`src/hdl/assert_macros.svh`:
```
// ----------------------------------------------------------------------------
// Assertion macros
// Concurrent checks on a clock with a synchronous, active-high reset.
// ----------------------------------------------------------------------------
`ifndef ASSERT_MACROS_SVH
`define ASSERT_MACROS_SVH

`ifndef SYNTH

// Expression holds at every edge outside reset.
`define FB_ASSERT_HOLDS(lbl, clk, rst, expr) \
   lbl: assert property (@(posedge clk) disable iff (rst) (expr)) \
      else $error("assertion failed");

// Consequent holds in the same cycle as the antecedent.
`define FB_ASSERT_IMPLIES(lbl, clk, rst, ante, cons) \
   lbl: assert property (@(posedge clk) disable iff (rst) (ante) |-> (cons)) \
      else $error("assertion failed");

`else

`define FB_ASSERT_HOLDS(lbl, clk, rst, expr)
`define FB_ASSERT_IMPLIES(lbl, clk, rst, ante, cons)

`endif

`endif

```
`src/hdl/fbpool_pkg.sv`:
```
// ----------------------------------------------------------------------------
// fbpool_pkg
// Shared types and constants of the fixed-size block pool allocator.
// ----------------------------------------------------------------------------
package fbpool_pkg;

   localparam int MAX_BLOCKS = 1024;
   localparam int IDX_W      = $clog2(MAX_BLOCKS);
   localparam int CAP_W      = IDX_W + 1;
   localparam int LINK_W     = IDX_W + 1;   // tail flag above the next index
   localparam int POOL_W     = 21;
   localparam int BSIZE_W    = 17;
   localparam int OFS_W      = 20;
   localparam int CNT_W      = 11;
   localparam int MODE_W     = 2;
   localparam int STATUS_W   = 2;
   localparam int FIDX_W     = 10;
   localparam int PROD_W     = IDX_W + BSIZE_W;
   localparam int DIV_STEPS  = POOL_W;
   localparam int DIV_CNT_W  = $clog2(DIV_STEPS);
   localparam int CSR_ADDR_W = 3;
   localparam int CSR_DATA_W = 32;

   localparam logic [BSIZE_W-1:0] MIN_BLOCK_BYTES = BSIZE_W'(4);
   localparam logic [CNT_W-1:0]   COUNT_MAX       = {CNT_W{1'b1}};

   // item modes
   localparam logic [MODE_W-1:0] MODE_ALLOC = 2'd0;
   localparam logic [MODE_W-1:0] MODE_FREE  = 2'd1;
   localparam logic [MODE_W-1:0] MODE_INIT  = 2'd2;

   // result status
   localparam logic [STATUS_W-1:0] STATUS_OK        = 2'd0;
   localparam logic [STATUS_W-1:0] STATUS_EMPTY     = 2'd1;
   localparam logic [STATUS_W-1:0] STATUS_NOT_OWNED = 2'd2;
   localparam logic [STATUS_W-1:0] STATUS_BAD_SETUP = 2'd3;

   // register select, taken from paddr[2]
   localparam logic REG_POOL_BYTES = 1'b0;
   localparam logic REG_BLOCK_SIZE = 1'b1;

   typedef struct packed {
      logic [MODE_W-1:0] mode;
      logic [FIDX_W-1:0] free_index;
   } req_word_type;

   typedef struct packed {
      logic [STATUS_W-1:0] status;
      logic [IDX_W-1:0]    block_index;
      logic [OFS_W-1:0]    byte_offset;
      logic [CNT_W-1:0]    free_count;
   } rsp_word_type;

   typedef struct packed {
      logic              done;
      logic [POOL_W-1:0] quotient;
   } div_result_type;

endpackage

```
`src/hdl/fbpool_div.sv`:
```
// ----------------------------------------------------------------------------
// fbpool_div
// Restoring divider, one quotient bit per cycle, for the pool capacity.
// ----------------------------------------------------------------------------
module fbpool_div (
   input  logic                          clock,
   input  logic                          reset,
   input  logic                          start,
   input  logic [fbpool_pkg::POOL_W-1:0]  dividend,
   input  logic [fbpool_pkg::BSIZE_W-1:0] divisor,
   output fbpool_pkg::div_result_type    result
);
   import fbpool_pkg::*;

   logic                 busy_ff, busy_in;
   logic                 done_ff, done_in;
   logic [DIV_CNT_W-1:0] cnt_ff, cnt_in;
   logic [POOL_W-1:0]    dq_ff, dq_in;     // dividend bits out, quotient bits in
   logic [BSIZE_W-1:0]   rem_ff, rem_in;
   logic [BSIZE_W-1:0]   dvs_ff, dvs_in;
   logic [BSIZE_W:0]     shifted;
   logic                 ge;

   assign shifted = {rem_ff, dq_ff[POOL_W-1]};
   assign ge      = shifted >= {1'b0, dvs_ff};

   always_comb begin
      busy_in = busy_ff;
      done_in = 1'b0;
      cnt_in  = cnt_ff;
      dq_in   = dq_ff;
      rem_in  = rem_ff;
      dvs_in  = dvs_ff;
      if (start) begin
         busy_in = 1'b1;
         cnt_in  = '0;
         dq_in   = dividend;
         rem_in  = '0;
         dvs_in  = divisor;
      end else if (busy_ff) begin
         rem_in = ge ? BSIZE_W'(shifted - {1'b0, dvs_ff}) : shifted[BSIZE_W-1:0];
         dq_in  = {dq_ff[POOL_W-2:0], ge};
         cnt_in = DIV_CNT_W'(cnt_ff + 1'b1);
         if (cnt_ff == DIV_CNT_W'(DIV_STEPS - 1)) begin
            busy_in = 1'b0;
            done_in = 1'b1;
         end
      end
   end

   always_ff @(posedge clock) begin
      if (reset) begin
         busy_ff <= 1'b0;
         done_ff <= 1'b0;
      end else begin
         busy_ff <= busy_in;
         done_ff <= done_in;
      end
      cnt_ff <= cnt_in;
      dq_ff  <= dq_in;
      rem_ff <= rem_in;
      dvs_ff <= dvs_in;
   end

   assign result.done     = done_ff;
   assign result.quotient = dq_ff;

endmodule

```
`config.mk`:
```
export PLATFORM = sky130hd
export DESIGN_NAME = fbpool_div
export DESIGN_NICKNAME = d
export VERILOG_FILES = /design/src/hdl/assert_macros.svh /design/src/hdl/fbpool_pkg.sv /design/src/hdl/fbpool_div.sv
export SDC_FILE = /design/constraint.sdc
export NUM_CORES = 1
export LEC_CHECK = 0
export BUFFER_PORTS_ARGS = -buffer_cell sky130_fd_sc_hd__buf_4
export CAP_MARGIN = 5
export CORE_MARGIN = 2
export CORE_UTILIZATION = 56
export CTS_CLUSTER_SIZE = 12
export DETAILED_ROUTE_END_ITERATION = 12
export GPL_TIMING_DRIVEN = 0
export PLACE_DENSITY = 0.83
export SETUP_SLACK_MARGIN = 0.2
export SYNTH_ARGS = -nofsm -noshare
export SYNTH_HDL_FRONTEND = slang
export SYNTH_SLANG_ARGS = --single-unit
```
`constraint.sdc`:
```
create_clock -name clock -period 3.4 [get_ports clock]
set_input_delay 1.02 -clock clock [delete_from_list [all_inputs] [get_ports clock]]
set_output_delay 1.02 -clock clock [all_outputs]
set_load 0.05 [all_outputs]
```
==> summary.txt, run 1 <==
Status
  • Run status: finished, final reports clean

Placed design
  • Post-DP HPWL: 5240 um
  • RD Place Congestion: 0.893
  • I/O Buffers: 62

Synthesis
  • Seq cells post-synth: 62
  • Cell variety after synth: between 40 and 50
  • YS warnings: 0
  • Sequential area share after synthesis: 0.478
  • Main synth FF type: edfxtp_1
  • Number of synthesized flops with an enable pin: 38
  • Post-synth ARST share: 0
  • Area contributors post-synth: edfxtp_1, dfxtp_1, ha_1, mux2_2, mux2i_1
  • Synth top area share: 0.337
  • Cells after Synth: 312
  • Synth area leader: edfxtp_1
  • Post-Syn Nets: 373
  • Post-Syn Area: roughly 3400 sq um
  • Post-synthesis area per instance: roughly 11 sq um

STA
  • Fin. max-slew vios: 0
  • Hold slack: 0.485 ns
  • Worst slew margin relative to its limit: 0.469
  • # setup viols final: 0
  • Post-layout min period: 2.88 ns
  • Worst-Margin Slew: 0.796 ns
  • Setup TNS: 0 ns
  • Final Hold Viols: 0
  • Max frequency: 0.348 GHz
  • RSZ-0062 raised after global routing: false
  • Period utilization: 0.846
  • Fin Clk Skew: ~0.0096 ns

Route
  • Routed wire length per instance: 15.8 um
  • Pre-antenna DRT Iters: 4
  • Antenna Violating Nets Remaining: 0
  • Iteration-0 DRC Markers: 162
  • Via count: around 2600
  • WL final: around 7400 um
  • DRC Markers: 0
  • Vias/cell: 5.65

Power and ir drop
  • Pwr per Cell Area: approximately 470 nW/um^2
  • Pleak: approximately 1.7 nW
  • Worst VDD drop: 0.000348 V
  • Pwr Total: roughly 1.9 mW

Worst setup path
  • CP Class: reg -> reg
  • CP Launch Type: flop
  • Critical path endpoint category: flop
  • Critical path origin: dq_ff[20]
  • Worst R2R Start: dq_ff[20]
  • Arr. time, crit path: slightly below 3 ns
  • Worst Path Max Fanout: 10
  • Worst EP required: 3.50 ns

Clocking
  • Maximum clock path buffer count: 2
  • Clk root buf: clkbuf_8
  • H-tree Lvls: 3
  • CTS tree: built
  • Clk sinks: 62
  • Number of buffers created by CTS: 9
  • Post-CTS Hold Buffers: 0
  • Post-CTS setup buffer count: 0
  • Skew-Pair Late Insertion Delay: 0.35 ns
  • Worst-path clk slew: about 0.07 ns

GRT
  • Global route overflow: 0
  • Largest net degree at the start of global routing: 22
  • Vias in the first global route: 2578
  • Total track usage: 0.242
  • Initial antenna violation count: 0
  • Global-route wire length before repair: 12000 um

Floorplanning
  • Die area: around 6700 sq um
  • Die W: 81.8 um
  • Placement Rows: 28
  • Die Height: 81.8 um
  • IO Pins: 63
  • Core Area: 5890 sq um
  • Initial Util: 0.576

Min path
  • HP Start: rem_ff[5]
  • Class of the worst hold path: reg -> reg

Layout
  • Most frequent cells in the layout: buf_4, edfxtp_1, nand2_1
  • Synthesis-to-finish area growth: 22.0%
  • Ant diodes: 0
  • Final layout net count: 446
  • Share of layout cells above drive strength 1: 0.279
  • Commonest non-fill, non-tap cell in the layout: buf_4

Run
  • Max_cap viols: 0
==> sequential cells by signal (all words and copies together) (netlist names) <==
name     flops
dq_ff       21
dvs_ff      17
rem_ff      17
cnt_ff       5
busy_ff      1
done_ff      1
==> power breakdown <==
part           leakage [nW]  internal [mW]  switching (mW)
registers             0.573          0.861          0.0303
logic                  1.02          0.170           0.253
clock network        0.0884          0.333           0.287
==> worst max-delay path, stage by stage (launching register included) <==
cell      delay (ns)
edfxtp_1        0.41
inv_1           0.11
ha_1            0.17
inv_1           0.05
fa_1            0.39
a21o_2          0.26
a221oi_2        0.37
a2111o_1        0.26
o211ai_4        0.14
buf_6           0.20
mux2_2          0.26
==> cell type report <==
cell class / instances / area, sq um
Fill cell: 442 / 1750
Sequential cell: 62 / 1620
Multi-Input combinational cell: 212 / 1590
Timing Repair Buffer: 62 / 465
Clock buffer: 11 / 131
Buffer: 17 / 109
Tap cell: 75 / 93.8
Inverter: 21 / 78.8
Clock inverter: 5 / 50.0
==> synth_stat cells, types with 8 or more instances <==
master	n
edfxtp_1	38
nor2_1	20
dfxtp_1	24
xor2_1	8
mux2_2	21
a21oi_1	17
xnor2_1	8
inv_1	21
nand2_1	28
mux2i_1	13
o21ai_0	15
nand4_1	8
ha_1	19
==> stage by stage <==
| stage | util | area (sq um) | std cells | setup WS, ns |
|---|---|---|---|---|
| floorplan | - | 3390 | 312 | 0.380 |
| global placement | 0.671 | 3950 | 449 | 0.326 |
| detailed placement | 0.671 | 3950 | 449 | 0.242 |
| CTS | 0.702 | 4130 | 465 | 0.353 |
| global route | 0.703 | 4140 | 465 | 0.354 |
| finish | 0.703 | 4140 | 465 | 0.525 |
==> final timing paths <==
kind                    end  depth (start not counted)  slack, ns
setup / recovery   dq_ff[0]                         10       0.52
setup reg to reg   dq_ff[0]                         10       0.52
hold reg to reg   rem_ff[5]                          2       0.48
hold / removal    rem_ff[5]                          2       0.48
==> cells by family (layout without fill, tap and decap cells) <==
family	Yosys count	count (layout)	synth area share
XOR/XNOR	16	16	0.0413
AO/OA/AOI/OAI	64	64	0.131
adder cells (fa/ha/maj)	20	20	0.0760
flip-flops	62	62	0.478
buffers and inverters	38	116	0.0553
multiplexers	34	34	0.108
AND/OR/NAND/NOR	78	78	0.110
==> what timing repair did <==
action,CTS,global route
resized for setup,0,1
endpoints found under the setup margin,0,2
hold endpoints to repair,0,0
==> layer usage <==
layer / share of wire / vias up / track usage
met2: 0.50 / 79 / 0.408
met1: 0.43 / 1252 / 0.299
met3: 0.058 / 10 / 0.0582
met5: 0 / - / 0
li1: - / 1287 / -
met4: 0.012 / 0 / 0.0950
Note: power is estimated with default switching activity, not from simulation.
==> run 2, diff against run 1 <==
Clock period 3.4 ns to 2.95 ns, I/O delays scaled along.
==> run 2 against run 1 <==
Combinational power grew 19%. Total power is 24% higher. First-iteration DRC count rose by 69%. Die area unchanged. Register-to-register slack worse by 0.23 ns. Critical path type unchanged. Largest cell class unchanged. Maximum frequency up 8.3%. Highest routed layer unchanged. Flip-flop and latch count is the same.
==> summary.txt, run 2 (synthesized netlist as in run 1, its figures left out) <==
Status
  • Run status: finished, final reports clean

Clocking
  • Number of buffers created by CTS: 9
  • Maximum clock path buffer count: 2
  • H-tree Lvls: 3
  • Clk sinks: 62
  • Post-CTS Hold Buffers: 0
  • CTS tree: built
  • Worst-path clk slew: 0.07 ns
  • Clk root buf: clkbuf_8
  • Skew-Pair Late Insertion Delay: 0.34 ns

Layout
  • Share of layout cells above drive strength 1: 0.317
  • Commonest non-fill, non-tap cell in the layout: buf_4
  • Max reg flops: 21
  • Largest reg by FF count: dq_ff
  • Most frequent cells in the layout: buf_4, edfxtp_1, nand2_1
  • Top flop regs: dq_ff x21, dvs_ff x17, rem_ff x17
  • Final layout net count: 453
  • Synthesis-to-finish area growth: 26.2%
  • Ant diodes: 0

Worst setup path
  • Arr. time, crit path: 2.75 ns
  • CP max stage cell: edfxtp_1
  • Slowest Stage Delay on Critical Path: 0.41 ns
  • CP Class: reg -> reg
  • CP cell instances: inv_2 > ha_1 > inv_1 > fa_2 > a21o_2 > a221oi_4 > a2111o_1 > o211ai_4 > buf_6 > mux2_2
  • Critical path endpoint category: flop
  • CP Launch Type: flop
  • Worst EP required: ~3.0 ns
  • R2R depth: 10
  • Worst Path Max Fanout: 4

STA
  • Fin Clk Skew: about 0.013 ns
  • Worst slew margin relative to its limit: 0.630
  • # setup viols final: 0
  • Final Hold Viols: 0
  • Fin. max-slew vios: 0
  • RSZ-0062 raised after global routing: false
  • Period utilization: 0.900
  • Worst setup margin: 0.296 ns
  • Worst-Margin Slew: 0.555 ns
  • Max frequency: 0.377 GHz
  • Setup TNS: 0 ns
  • Post-layout min period: 2.65 ns

GRT
  • Initial antenna violation count: 0
  • Vias in the first global route: 2628
  • Global route overflow: 0
  • Largest net degree at the start of global routing: 22
  • Total track usage: 0.241
  • Global-route wire length before repair: 12000 um

Power and ir drop
  • Worst VDD drop: slightly above 0.0004 V
  • Pwr per Cell Area: approximately 560 nW/um^2
  • Pleak: 1.74 nW

Route
  • Vias/cell: roughly 5.7
  • Iteration-0 DRC Markers: 274
  • Pre-antenna DRT Iters: 4
  • DRC Markers: 0
  • Antenna Violating Nets Remaining: 0
  • Via count: 2679
  • WL final: 7570 um
  • Routed wire length per instance: roughly 16 um

Placed design
  • Pre-CTS setup slack: -0.0315 ns
  • I/O Buffers: 62
  • Post-DP HPWL: between 5000 and 6000 um
  • RD Place Congestion: 0.887

Floorplanning
  • Die Height: a little over 80 um
  • Die W: 81.8 um
  • Initial Util: 0.576
  • Die area: 6690 sq um
  • IO Pins: 63
  • Placement Rows: 28
  • Core Area: 5890 sq um

Min path
  • Hold Path Depth: 2
  • Class of the worst hold path: reg -> reg

Run
  • Max_cap viols: 0
[run 2: changes by cell type in the layout (fill, tap and decap cells not counted), moves of 2 or more]
cell / change
buf_4: +5
clkbuf_1: -3
clkbuf_8: +2
clkinv_1: -2
inv_1: -2
[run 2: per-layer routing]
metal  share of wire  GRT usage
met1            0.41      0.285
met2            0.49      0.399
met3           0.086     0.0758
met4           0.017      0.110
met5               0          0
[run 2: layout make-up]
| cell class | instances | area (sq um) |
|---|---|---|
| inverter | 21 | 82.6 |
| timing repair inverter | 1 | 5.00 |
| buffer | 17 | 110 |
| clock inverter | 5 | 81.3 |
| sequential | 62 | 1620 |
| clock buffer | 11 | 151 |
| timing repair buffer | 68 | 523 |
| tap | 75 | 93.8 |
| fill | 418 | 1610 |
| multi-input combinational | 212 | 1610 |
[run 2: critical path, delay by kind of cell, from the launching register on]
kind                     cells  cell delay [ns]
AO/OA/AOI/OAI                4             0.90
adder cells (fa/ha/maj)      2             0.50
buffers and inverters        3             0.34
flip-flops                   1             0.41
multiplexers                 1             0.25
[run 2: power breakdown]
part | total [mW] | leakage [nW] | switching [mW] | internal (mW)
sequential | 1.03 | 0.573 | 0.0337 | 0.992
clock | 0.875 | 0.116 | 0.353 | 0.522
combinational | 0.504 | 1.05 | 0.301 | 0.203
[run 2: final timing paths]
check                  from  slack (ns)   endpoint
hold / removal    rem_ff[5]        0.49  rem_ff[5]
setup / recovery  dq_ff[20]        0.30   dq_ff[0]
setup reg to reg  dq_ff[20]        0.30   dq_ff[0]
hold reg to reg   rem_ff[5]        0.49  rem_ff[5]
[run 2: repair_timing]
| item | 4_1_cts | 5_1_grt |
|---|---|---|
| cloned | 0 | 1 |
| setup buffers | 3 | 3 |
| resized for setup | 1 | 7 |
| endpoints found under the setup margin | 2 | 37 |
| endpoints found under the hold margin | 0 | 0 |
| pin swaps | 2 | 2 |
[run 2: per-stage QoR]
| step | hold slack, ns | cell area (sq um) | std cells | utilization | power, mW |
|---|---|---|---|---|---|
| 3_3_place_gp | 0.468 | 3960 | 449 | 0.673 | 1.51 |
| 3_5_place_dp | 0.483 | 3960 | 449 | 0.673 | 1.53 |
| 6_report | 0.488 | 4280 | 472 | 0.727 | 2.40 |
| 5_1_grt | 0.523 | 4280 | 472 | 0.727 | 2.49 |
| 4_1_cts | 0.493 | 4240 | 468 | 0.720 | 2.40 |
| 2_1_floorplan | 0.453 | 3400 | 312 | - | 1.38 |
