**config.mk**
```make
export PLATFORM = sky130hd
export DESIGN_NAME = fbpool_ram
export DESIGN_NICKNAME = d
export VERILOG_FILES = /design/src/hdl/assert_macros.svh /design/src/hdl/fbpool_ram.sv
export SDC_FILE = /design/constraint.sdc
export NUM_CORES = 1
export LEC_CHECK = 0
export BUFFER_PORTS_ARGS = -buffer_cell sky130_fd_sc_hd__buf_2
export CAP_MARGIN = 15
export CELL_PAD_IN_SITES_DETAIL_PLACEMENT = 2
export CELL_PAD_IN_SITES_GLOBAL_PLACEMENT = 2
export CORE_ASPECT_RATIO = 1.75
export CORE_MARGIN = 3
export CORE_UTILIZATION = 43
export DETAILED_ROUTE_END_ITERATION = 10
export PLACE_DENSITY = 0.73
export SYNTH_ARGS = -nofsm -noshare
export SYNTH_HDL_FRONTEND = slang
export SYNTH_SLANG_ARGS = --single-unit
```
**constraint.sdc**
```tcl
create_clock -name clock -period 1.8 [get_ports clock]
set_input_delay 0.36 -clock clock [delete_from_list [all_inputs] [get_ports clock]]
set_output_delay 0.36 -clock clock [all_outputs]
set_load 0.1 [all_outputs]
```
**src/hdl/assert_macros.svh**
```systemverilog
// ----------------------------------------------------------------------------
// Assertion macros
// Concurrent checks on a clock with a synchronous, active-high reset.
// ----------------------------------------------------------------------------
`ifndef ASSERT_MACROS_SVH
`define ASSERT_MACROS_SVH

`ifndef SYNTH

// Expression holds at every edge outside reset.
`define FB_ASSERT_HOLDS(lbl, clk, rst, expr) \
   lbl: assert property (@(posedge clk) disable iff (rst) (expr)) \
      else $error("assertion failed");

// Consequent holds in the same cycle as the antecedent.
`define FB_ASSERT_IMPLIES(lbl, clk, rst, ante, cons) \
   lbl: assert property (@(posedge clk) disable iff (rst) (ante) |-> (cons)) \
      else $error("assertion failed");

`else

`define FB_ASSERT_HOLDS(lbl, clk, rst, expr)
`define FB_ASSERT_IMPLIES(lbl, clk, rst, ante, cons)

`endif

`endif

```
**src/hdl/fbpool_ram.sv**
```systemverilog
// ----------------------------------------------------------------------------
// fbpool_ram
// Generic single-write, single-read RAM with a registered read port.
// ----------------------------------------------------------------------------
module fbpool_ram #(
   parameter int WIDTH = 8,
   parameter int DEPTH = 16
) (
   input  logic                     clock,
   input  logic                     wr_en,
   input  logic [$clog2(DEPTH)-1:0] wr_addr,
   input  logic [WIDTH-1:0]         wr_data,
   input  logic                     rd_en,
   input  logic [$clog2(DEPTH)-1:0] rd_addr,
   output logic [WIDTH-1:0]         rd_data
);

   logic [WIDTH-1:0] mem_ff [DEPTH];
   logic [WIDTH-1:0] rd_data_ff;

   always_ff @(posedge clock) begin
      if (wr_en) begin
         mem_ff[wr_addr] <= wr_data;
      end
      if (rd_en) begin
         rd_data_ff <= mem_ff[rd_addr];
      end
   end

   assign rd_data = rd_data_ff;

endmodule

```
==> results of run 1 <==
## layout make-up
class                           instances  area [sq um]  share of cell area, %
Clock inverter                         14         148.9                  2.381
Multi-Input combinational cell         83          1062                  16.99
Sequential cell                       136          4084                  65.31
Timing Repair Buffer                   50         360.3                  5.762
Clock buffer                           18         429.2                  6.863
Tap cell                              135         168.9                  2.701
## state kept, by name (all words and copies together) (netlist names)
signal,cells
rd_data,8
mem_ff,128
## layer usage
metal | global-route usage (%) | routed length [um] | vias to the layer above
li1 | - | - | 1102
met1 | 24.92 | 4775 | 1347
met2 | 32.85 | 6634 | 75
met3 | 4.282 | 341 | 26
met4 | 8.091 | 265 | 0
met5 | 0 | 0 | -
## critical path, delay by kind of cell, from the launching register on
family          cells  cell delay (ns)
mux                 1             0.55
compound gates      1             0.26
flops               1             0.38
simple gates        1             0.10
## placed cells by master (no fill, tap or decap), drive strengths merged
cell type / count
edfxtp: 136
buf: 50
mux4: 32
clkbuf: 18
a22oi: 16
nor2: 13
nand2: 9
clkinv: 7
nor3: 4
inv: 3
nand3b: 2
nand2b: 2
clkinvlp: 2
bufinv: 2
nor2b: 1
and2: 1
and2b: 1
nand3: 1
or3b: 1
## path summary, 6_finish.rpt
kind / from / end / cells past startpoint
worst max-delay path: mem_ff[5][2] / rd_data[2] / 3
worst min-delay path: rd_en / rd_data[1] / 1
worst max register to register: mem_ff[5][2] / rd_data[2] / 3
worst min register to register: mem_ff[15][3] / rd_data[3] / 3
## power by group through the flow
stage | Sequential [mW] | Clock [mW] | Combinational [mW]
6_report | 3.59 | 3.34 | 0.463
5_1_grt | 3.59 | 3.54 | 0.501
4_1_cts | 3.59 | 3.40 | 0.473
3_5_place_dp | 3.66 | 0 | 0.473
3_3_place_gp | 3.65 | 0 | 0.447
2_1_floorplan | 3.76 | 0 | 0.180
## cell families after synthesis
logic type      count (synthesis)
simple gates                   35
mux                            32
compound gates                 16
flops                         136
buf+inv                        10
## per-stage QoR
| step | area [sq um] | cells | worst slack (ns) |
|---|---|---|---|
| 2_1_floorplan | 5233 | 229 | 0.1576 |
| 3_3_place_gp | 5675 | 404 | -0.1257 |
| 3_5_place_dp | 5675 | 404 | -0.1415 |
| 4_1_cts | 6254 | 436 | 0.2204 |
| 5_1_grt | 6254 | 436 | 0.1971 |
| 6_report | 6254 | 436 | 0.2567 |
==> results.yml, run 1 <==
status:
  status: "completed"
worst_setup_path:
  cp-start-kind: "register"
  cp_slowest_cell: "mux4_1"
  slowest_delay_ns: 0.55
  crit_arrival_ns: 1.70
  worstSetupPathType: "register to register"
  crit_path_end_kind: "register"
  regToRegSetupSlack_ns: 0.26
  required_ns: 1.96
  crit_fanout: 1
  crit_chain: "mux4_1 > a22oi_1 > nand2_1"
power:
  p_leak_nw: 2.131
  p_int_mw: 5.764
  power_mw: 7.393
  pwr_density_cell_nw_per_um2: 1182
  vdd_drop_max_uv: 626.0
  power_frac_comb_pct: 6.3
  pwr-share-seq_pct: 48.5
  netSwitchingFraction_pct: 22.03
  clockPowerShare_pct: 45.2
  power.switching_mw: 1.629
yosys:
  synth-edff-count: 136
  yosysWarnings: 0
  syn_inst: 229
  synth_nets: 248
  yosys.cell_types.count: 18
  synth.top_cells.by_count: "edfxtp_1, mux4_2, a22oi_1, mux4_1, nor2_1"
  synth_fa_ha_area_share_pct: 0
  ys_seq_area_share_pct: 78.12
  synth_seq_cells: 136
  muxShareOfSynthArea_pct: 14.79
  netlist.top_cell.by_area: "edfxtp_1"
  synth_area_sq_um: 5228
  synth_top_area_share_pct: 78.12
  yosysMostFrequentCell: "edfxtp_1"
  avgSynthCellArea_sq_um: 22.83
  synth-compound-area-share_pct: 2.298
  ys.flop_type: "edfxtp_1"
  synth_top_family_by_area: "multiplexers"
  synth-xor-area-share_pct: 0
  yosys-top-cells-area: "edfxtp_1, mux4_2, mux4_1"
  synth-simple-area-share_pct: 3.135
  synth-async-reset-ratio_pct: 0
die:
  row_count: 52
  core-area_sq_um: 11710
  start_util_pct: 44.64
  fp.dieW_um: 89.35
  ios: 27
  fp.dieH_um: 151.9
  dieArea_sq_um: 13570
timing:
  finalSetupViolCount: 0
  holdWs_ns: 0.3080
  worst_pin_slew_ns: 0.5052
  period_needed_ns: 1.543
  final_hold_viol_count: 0
  post-route-period-util_pct: 85.74
  drv_slew: 0
  setup-tns-final_ns: 0
  fmax_ghz: 0.6480
  slew_headroom_pct: 66.55
  fin_worst_skew_ns: 0.004670
  rsz0062_at_grt: "false"
clock_tree:
  ctsHoldBuffers: 0
  cts_buffers: 17
  clkTransAtPathRegs_ns: 0.06
  clock_latency_ns: 0.41
  cts_tree: "done"
  post_cts_resized: 0
  cts_setup_buffers: 0
  ctsHtreeMaxLevel: 4
  cts-root-buf: "clkbuf_16"
  cts_sinks: 136
  clockBufferDepth: 2
global_routing:
  first_global_vias: 2955
  grt_usage_pct: 19.87
  grt.overflow.total: 0
  grt_max_degree: 33
  grt_pass1_wl_um: 18570
  antenna_found_initial: 0
run:
  cap_violations: 0
layout:
  syn_to_final_growth_pct: 19.63
  fillers: 1004
  antenna_cells: 0
  final_net_count: 307
  post-route-util_pct: 53.40
  drive_gt1_share_pct: 32.89
routing:
  via_per_inst: 5.849
  post-route-drc-count: 0
  wl_per_cell_um: 27.56
  totalWireLength_um: 12020
  vias: 2550
  firstDrtPassIters: 4
  detail-route-antenna-nets: 0
  drt_iter0_markers: 142
placed_design:
  io_buffers: 26
  place_hpwl_um: 8365
  gp_congestion: 0.7633
worst_hold_path:
  worstHoldPathType: "primary input to register"
(Power assumes the default switching activity.)
==> run 2, diff against run 1 <==
--- a/config.mk
+++ b/config.mk
@@ -5,15 +5,16 @@
 export SDC_FILE = /design/constraint.sdc
 export NUM_CORES = 1
 export LEC_CHECK = 0
+export ABC_AREA = 1
 export BUFFER_PORTS_ARGS = -buffer_cell sky130_fd_sc_hd__buf_2
 export CAP_MARGIN = 15
 export CELL_PAD_IN_SITES_DETAIL_PLACEMENT = 2
 export CELL_PAD_IN_SITES_GLOBAL_PLACEMENT = 2
 export CORE_ASPECT_RATIO = 1.75
 export CORE_MARGIN = 3
-export CORE_UTILIZATION = 43
+export CORE_UTILIZATION = 37
 export DETAILED_ROUTE_END_ITERATION = 10
-export PLACE_DENSITY = 0.73
+export PLACE_DENSITY = 0.75
 export SYNTH_ARGS = -nofsm -noshare
 export SYNTH_HDL_FRONTEND = slang
 export SYNTH_SLANG_ARGS = --single-unit
==> results.yml, run 2 <==
worst_hold_path:
  worstHoldPathType: "primary input to register"
worst_setup_path:
  crit_fanout: 1
  slowest_delay_ns: 0.46
  cp_slowest_cell: "buf_2"
  crit_chain: "buf_2"
  crit_arrival_ns: 1.31
  required_ns: 1.44
  crit_path_end_kind: "output pin"
  path_buf_inv: 1
  crit_family: "buffers and inverters"
  worstSetupPathType: "register to output pin"
  cp-start-kind: "register"
yosys:
  netlist.top_cell.by_area: "edfxtp_1"
  synth_top_family_by_area: "simple AND/OR/NAND/NOR gates"
  synth-simple-area-share_pct: 20.76
  yosysWarnings: 0
  yosys-top-cells-area: "edfxtp_1, nand2_1, nand3_1"
  yosysMostFrequentCell: "nand2_1"
  synth-async-reset-ratio_pct: 0
  synth_seq_cells: 136
  syn_inst: 551
  synth_top_area_share_pct: 69.85
  avgSynthCellArea_sq_um: 10.61
  synth.top_cells.by_count: "nand2_1, edfxtp_1, inv_1, nand3_1, nor2_1"
  muxShareOfSynthArea_pct: 0
  ys.flop_type: "edfxtp_1"
  synth_fa_ha_area_share_pct: 0
  ys_seq_area_share_pct: 69.85
  yosys.cell_types.count: 11
  synth-edff-count: 136
  synth-xor-area-share_pct: 0
  synth_area_sq_um: 5847
  synth_nets: 570
  synth-compound-area-share_pct: 0
clock_tree:
  ctsHoldBuffers: 0
  clkTransAtPathRegs_ns: 0.06
  ctsHtreeMaxLevel: 4
  post_cts_resized: 0
  cts_buffers: 17
  cts-root-buf: "clkbuf_16"
  clock_latency_ns: 0.42
  cts_sinks: 136
  cts_tree: "done"
  clockBufferDepth: 2
  cts_setup_buffers: 0
timing:
  setup-tns-final_ns: 0
  rsz0062_at_grt: "false"
  slew_headroom_pct: 52.53
  finalSetupViolCount: 0
  fin_worst_skew_ns: 0.009586
  worst_pin_slew_ns: 0.7121
  fmax_ghz: 0.5972
  period_needed_ns: 1.674
  post-route-period-util_pct: 93.02
  final_hold_viol_count: 0
  drv_slew: 0
power:
  vdd_drop_max_uv: 710.8
  netSwitchingFraction_pct: 24.12
  power_frac_comb_pct: 7.8
  p_leak_nw: 2.955
  pwr_density_cell_nw_per_um2: 1103
  power.switching_mw: 1.818
  clockPowerShare_pct: 44.5
  p_int_mw: 5.719
  pwr-share-seq_pct: 47.7
routing:
  vias: 4155
  detail-route-antenna-nets: 0
  via_per_inst: 5.240
  post-route-drc-count: 0
  firstDrtPassIters: 5
  wl_per_cell_um: 23.38
  totalWireLength_um: 18540
  drt_iter0_markers: 189
layout:
  syn_to_final_growth_pct: 16.86
  layout.cells.most_common_list: "nand2_1, edfxtp_1, inv_1"
  antenna_cells: 0
  final_common_cell: "nand2_1"
  final_net_count: 615
  post-route-util_pct: 44.18
  layout.cells.non_filler: 793
  fillers: 1611
  drive_gt1_share_pct: 13.51
  largest_reg_flops: 128
  regMostFlops: "mem_ff"
run:
  cap_violations: 0
global_routing:
  antenna_found_initial: 0
  grt_max_degree: 65
  first_global_vias: 4835
  grt_pass1_wl_um: 28490
  grt_usage_pct: 22.83
  grt.overflow.total: 0
placed_design:
  gp_congestion: 0.7932
  io_buffers: 26
  place_hpwl_um: 12110
  dp_cells: 763
die:
  ios: 27
  fp.dieW_um: 101.0
  dieArea_sq_um: 17410
  start_util_pct: 37.81
  row_count: 60
  core-area_sq_um: 15460
  fp.dieH_um: 172.3
status:
  status: "completed"
run 2: worst paths after layout:
kind,depth (start not counted),to,startpoint,slack (ns)
hold / removal,1,rd_data[0],rd_en,0.33
setup reg to reg,6,rd_data[2],mem_ff[12][2],0.56
setup / recovery,1,rd_data[4],rd_data[4],0.13
hold reg to reg,6,rd_data[2],mem_ff[6][2],0.78
run 2: kinds of logic (layout without fill, tap and decap cells):
kind of cell / count (synthesis) / after routing
and+or+nand+nor: 289 / 289
DFF: 136 / 136
buffers and inverters: 126 / 182
run 2: routing by layer:
metal,vias up,wire length (um),share of wire [%],GRT usage [%]
li1,1869,-,-,-
met1,2143,6688,36,24.05
met3,48,565,3.0,4.723
met5,-,0,0,0
met4,0,885,4.8,11.98
met2,95,10400,56,41.98
run 2: layout make-up:
type	count	area, sq um	share of cell area, %
Sequential cell	136	4084	59.77
Multi-Input combinational cell	289	1214	17.76
Clock buffer	17	425.4	6.226
Inverter	102	382.9	5.603
Timing Repair Buffer	50	360.3	5.274
Tap cell	186	232.7	3.406
Clock inverter	13	133.9	1.959
run 2: metrics by stage:
| step | instance area, sq um | hold WS, ns | setup slack, ns | total power, mW |
|---|---|---|---|---|
| 2_1_floorplan | 5847 | 0.4589 | 0.4892 | 4.011 |
| 3_3_place_gp | 6274 | 0.7356 | 0.1342 | 4.219 |
| 3_5_place_dp | 6274 | 0.7632 | 0.06508 | 4.251 |
| 4_1_cts | 6833 | 0.3215 | 0.09129 | 7.620 |
| 5_1_grt | 6833 | 0.3210 | 0.1126 | 7.754 |
| 6_report | 6833 | 0.3325 | 0.1256 | 7.537 |
run 2: worst reg2reg max path: cells and delay by family, from the launching register on:
| kind | cells | cell delay [ns] |
|---|---|---|
| simple gates | 6 | 0.63 |
| flops | 1 | 0.37 |
run 2: power by group through the flow:
stage,Clock [mW],Combinational (mW),Sequential (mW)
6_report,3.36,0.585,3.59
5_1_grt,3.51,0.643,3.60
4_1_cts,3.43,0.599,3.60
3_5_place_dp,0,0.589,3.66
3_3_place_gp,0,0.564,3.65
2_1_floorplan,0,0.250,3.76
==> run 3, diff against run 2 <==
--- a/config.mk
+++ b/config.mk
@@ -10,7 +10,6 @@
 export CAP_MARGIN = 15
 export CELL_PAD_IN_SITES_DETAIL_PLACEMENT = 2
 export CELL_PAD_IN_SITES_GLOBAL_PLACEMENT = 2
-export CORE_ASPECT_RATIO = 1.75
 export CORE_MARGIN = 3
 export CORE_UTILIZATION = 37
 export DETAILED_ROUTE_END_ITERATION = 10
==> results.yml, run 3 (synthesized netlist as in run 2, its figures left out) <==
status:
  status: "completed"
clock_tree:
  clock_latency_ns: 0.42
  clkTransAtPathRegs_ns: 0.06
  cts_setup_buffers: 0
  ctsHtreeMaxLevel: 4
  ctsHoldBuffers: 0
  cts_buffers: 17
  cts-root-buf: "clkbuf_16"
  clockBufferDepth: 2
  cts_tree: "done"
  post_cts_resized: 0
  cts_sinks: 136
die:
  row_count: 45
  core-area_sq_um: 15310
  fp.dieW_um: 131.7
  dieArea_sq_um: 17350
  start_util_pct: 38.18
  fp.dieH_um: 131.7
  ios: 27
placed_design:
  place_area_sq_um: 6305
  place_hpwl_um: 11280
  gp_congestion: 0.7499
  io_buffers: 26
layout:
  final_area_sq_um: 6867
  regMostFlops: "mem_ff"
  layout.cells.most_common_list: "nand2_1, edfxtp_1, inv_1"
  final_net_count: 615
  syn_to_final_growth_pct: 17.44
  largest_reg_flops: 128
  antenna_cells: 0
  drive_gt1_share_pct: 13.30
  final_common_cell: "nand2_1"
routing:
  totalWireLength_um: 17300
  post-route-drc-count: 0
  detail-route-antenna-nets: 0
  drt_iter0_markers: 235
  firstDrtPassIters: 4
  vias: 4038
  wl_per_cell_um: 21.10
  via_per_inst: 4.924
timing:
  post-route-period-util_pct: 90.13
  worst_pin_slew_ns: 0.6502
  finalSetupViolCount: 0
  setup-tns-final_ns: 0
  fmax_ghz: 0.6164
  final_hold_viol_count: 0
  slew_headroom_pct: 56.59
  holdWs_ns: 0.3207
  fin_worst_skew_ns: 0.004038
  period_needed_ns: 1.622
  drv_slew: 0
  rsz0062_at_grt: "false"
worst_setup_path:
  cp-start-kind: "register"
  regToRegSetupSlack_ns: 0.60
  crit_path_end_kind: "output pin"
  crit_fanout: 1
  worstSetupPathType: "register to output pin"
  reg2reg_depth: 6
  required_ns: 1.44
  crit_path_start: "rd_data[3]"
  crit_chain: "buf_2"
  r2r_start: "mem_ff[3][7]"
  cp_num_cells: 1
  slowest_delay_ns: 0.45
  crit_arrival_ns: 1.26
  crit_family: "buffers and inverters"
  path_buf_inv: 1
  r2r-end: "rd_data[7]"
  cp_slowest_cell: "buf_2"
  crit_path_end: "rd_data[3]"
run:
  cap_violations: 0
global_routing:
  grt.overflow.total: 0
  grt_usage_pct: 21.41
  antenna_found_initial: 0
  grt_pass1_wl_um: 27480
  grt_max_degree: 35
  first_global_vias: 4596
power:
  p_leak_nw: 2.944
  vdd_drop_max_uv: 610.1
  pwr_density_cell_nw_per_um2: 1093
  power_mw: 7.502
worst_hold_path:
  worstHoldPathType: "primary input to register"
## run 3: worst min-delay path by stage
stage	cells past startpoint	slack, ns	to	startpoint
after floorplan	0	0.46	mem_ff[0][0]	wr_data[0]
after global placement	1	0.74	rd_data[2]	rd_en
after detailed placement	1	0.75	rd_data[0]	rd_en
after CTS	1	0.30	rd_data[0]	rd_en
after global routing	1	0.30	rd_data[0]	rd_en
final	1	0.32	rd_data[0]	rd_en
## run 3: cell type report
class / count / area [sq um]
clock buffer: 17 / 425.4
clock inverter: 15 / 136.4
fill: 1608 / 8448
inverter: 102 / 382.9
multi-input combinational: 289 / 1214
sequential: 136 / 4084
tap: 211 / 264.0
timing repair buffer: 50 / 360.3
## run 3: stage by stage
| step | std cells | utilization [%] | setup slack [ns] |
|---|---|---|---|
| after floorplan | 551 | - | 0.4892 |
| after global placement | 788 | 41.17 | 0.1773 |
| after detailed placement | 788 | 41.17 | 0.1206 |
| after CTS | 820 | 44.84 | 0.1541 |
| after global routing | 820 | 44.84 | 0.1428 |
| final | 820 | 44.84 | 0.1776 |
## run 3: per-layer routing
| layer | GRT usage [%] | wire length (um) | part of all wire (%) | vias up |
|---|---|---|---|---|
| met3 | 4.326 | 748 | 4.3 | 18 |
| met4 | 9.218 | 355 | 2.1 | 0 |
| met1 | 27.00 | 7378 | 43 | 2065 |
| met2 | 35.99 | 8820 | 51 | 86 |
| met5 | 0 | 0 | 0 | - |
| li1 | - | - | - | 1869 |
## run 3: power by group
| part | total [mW] | internal, mW | switching [mW] |
|---|---|---|---|
| clock | 3.33 | 2.01 | 1.32 |
| sequential | 3.59 | 3.57 | 0.0246 |
| combinational | 0.580 | 0.137 | 0.444 |
| total | 7.50 | 5.71 | 1.79 |
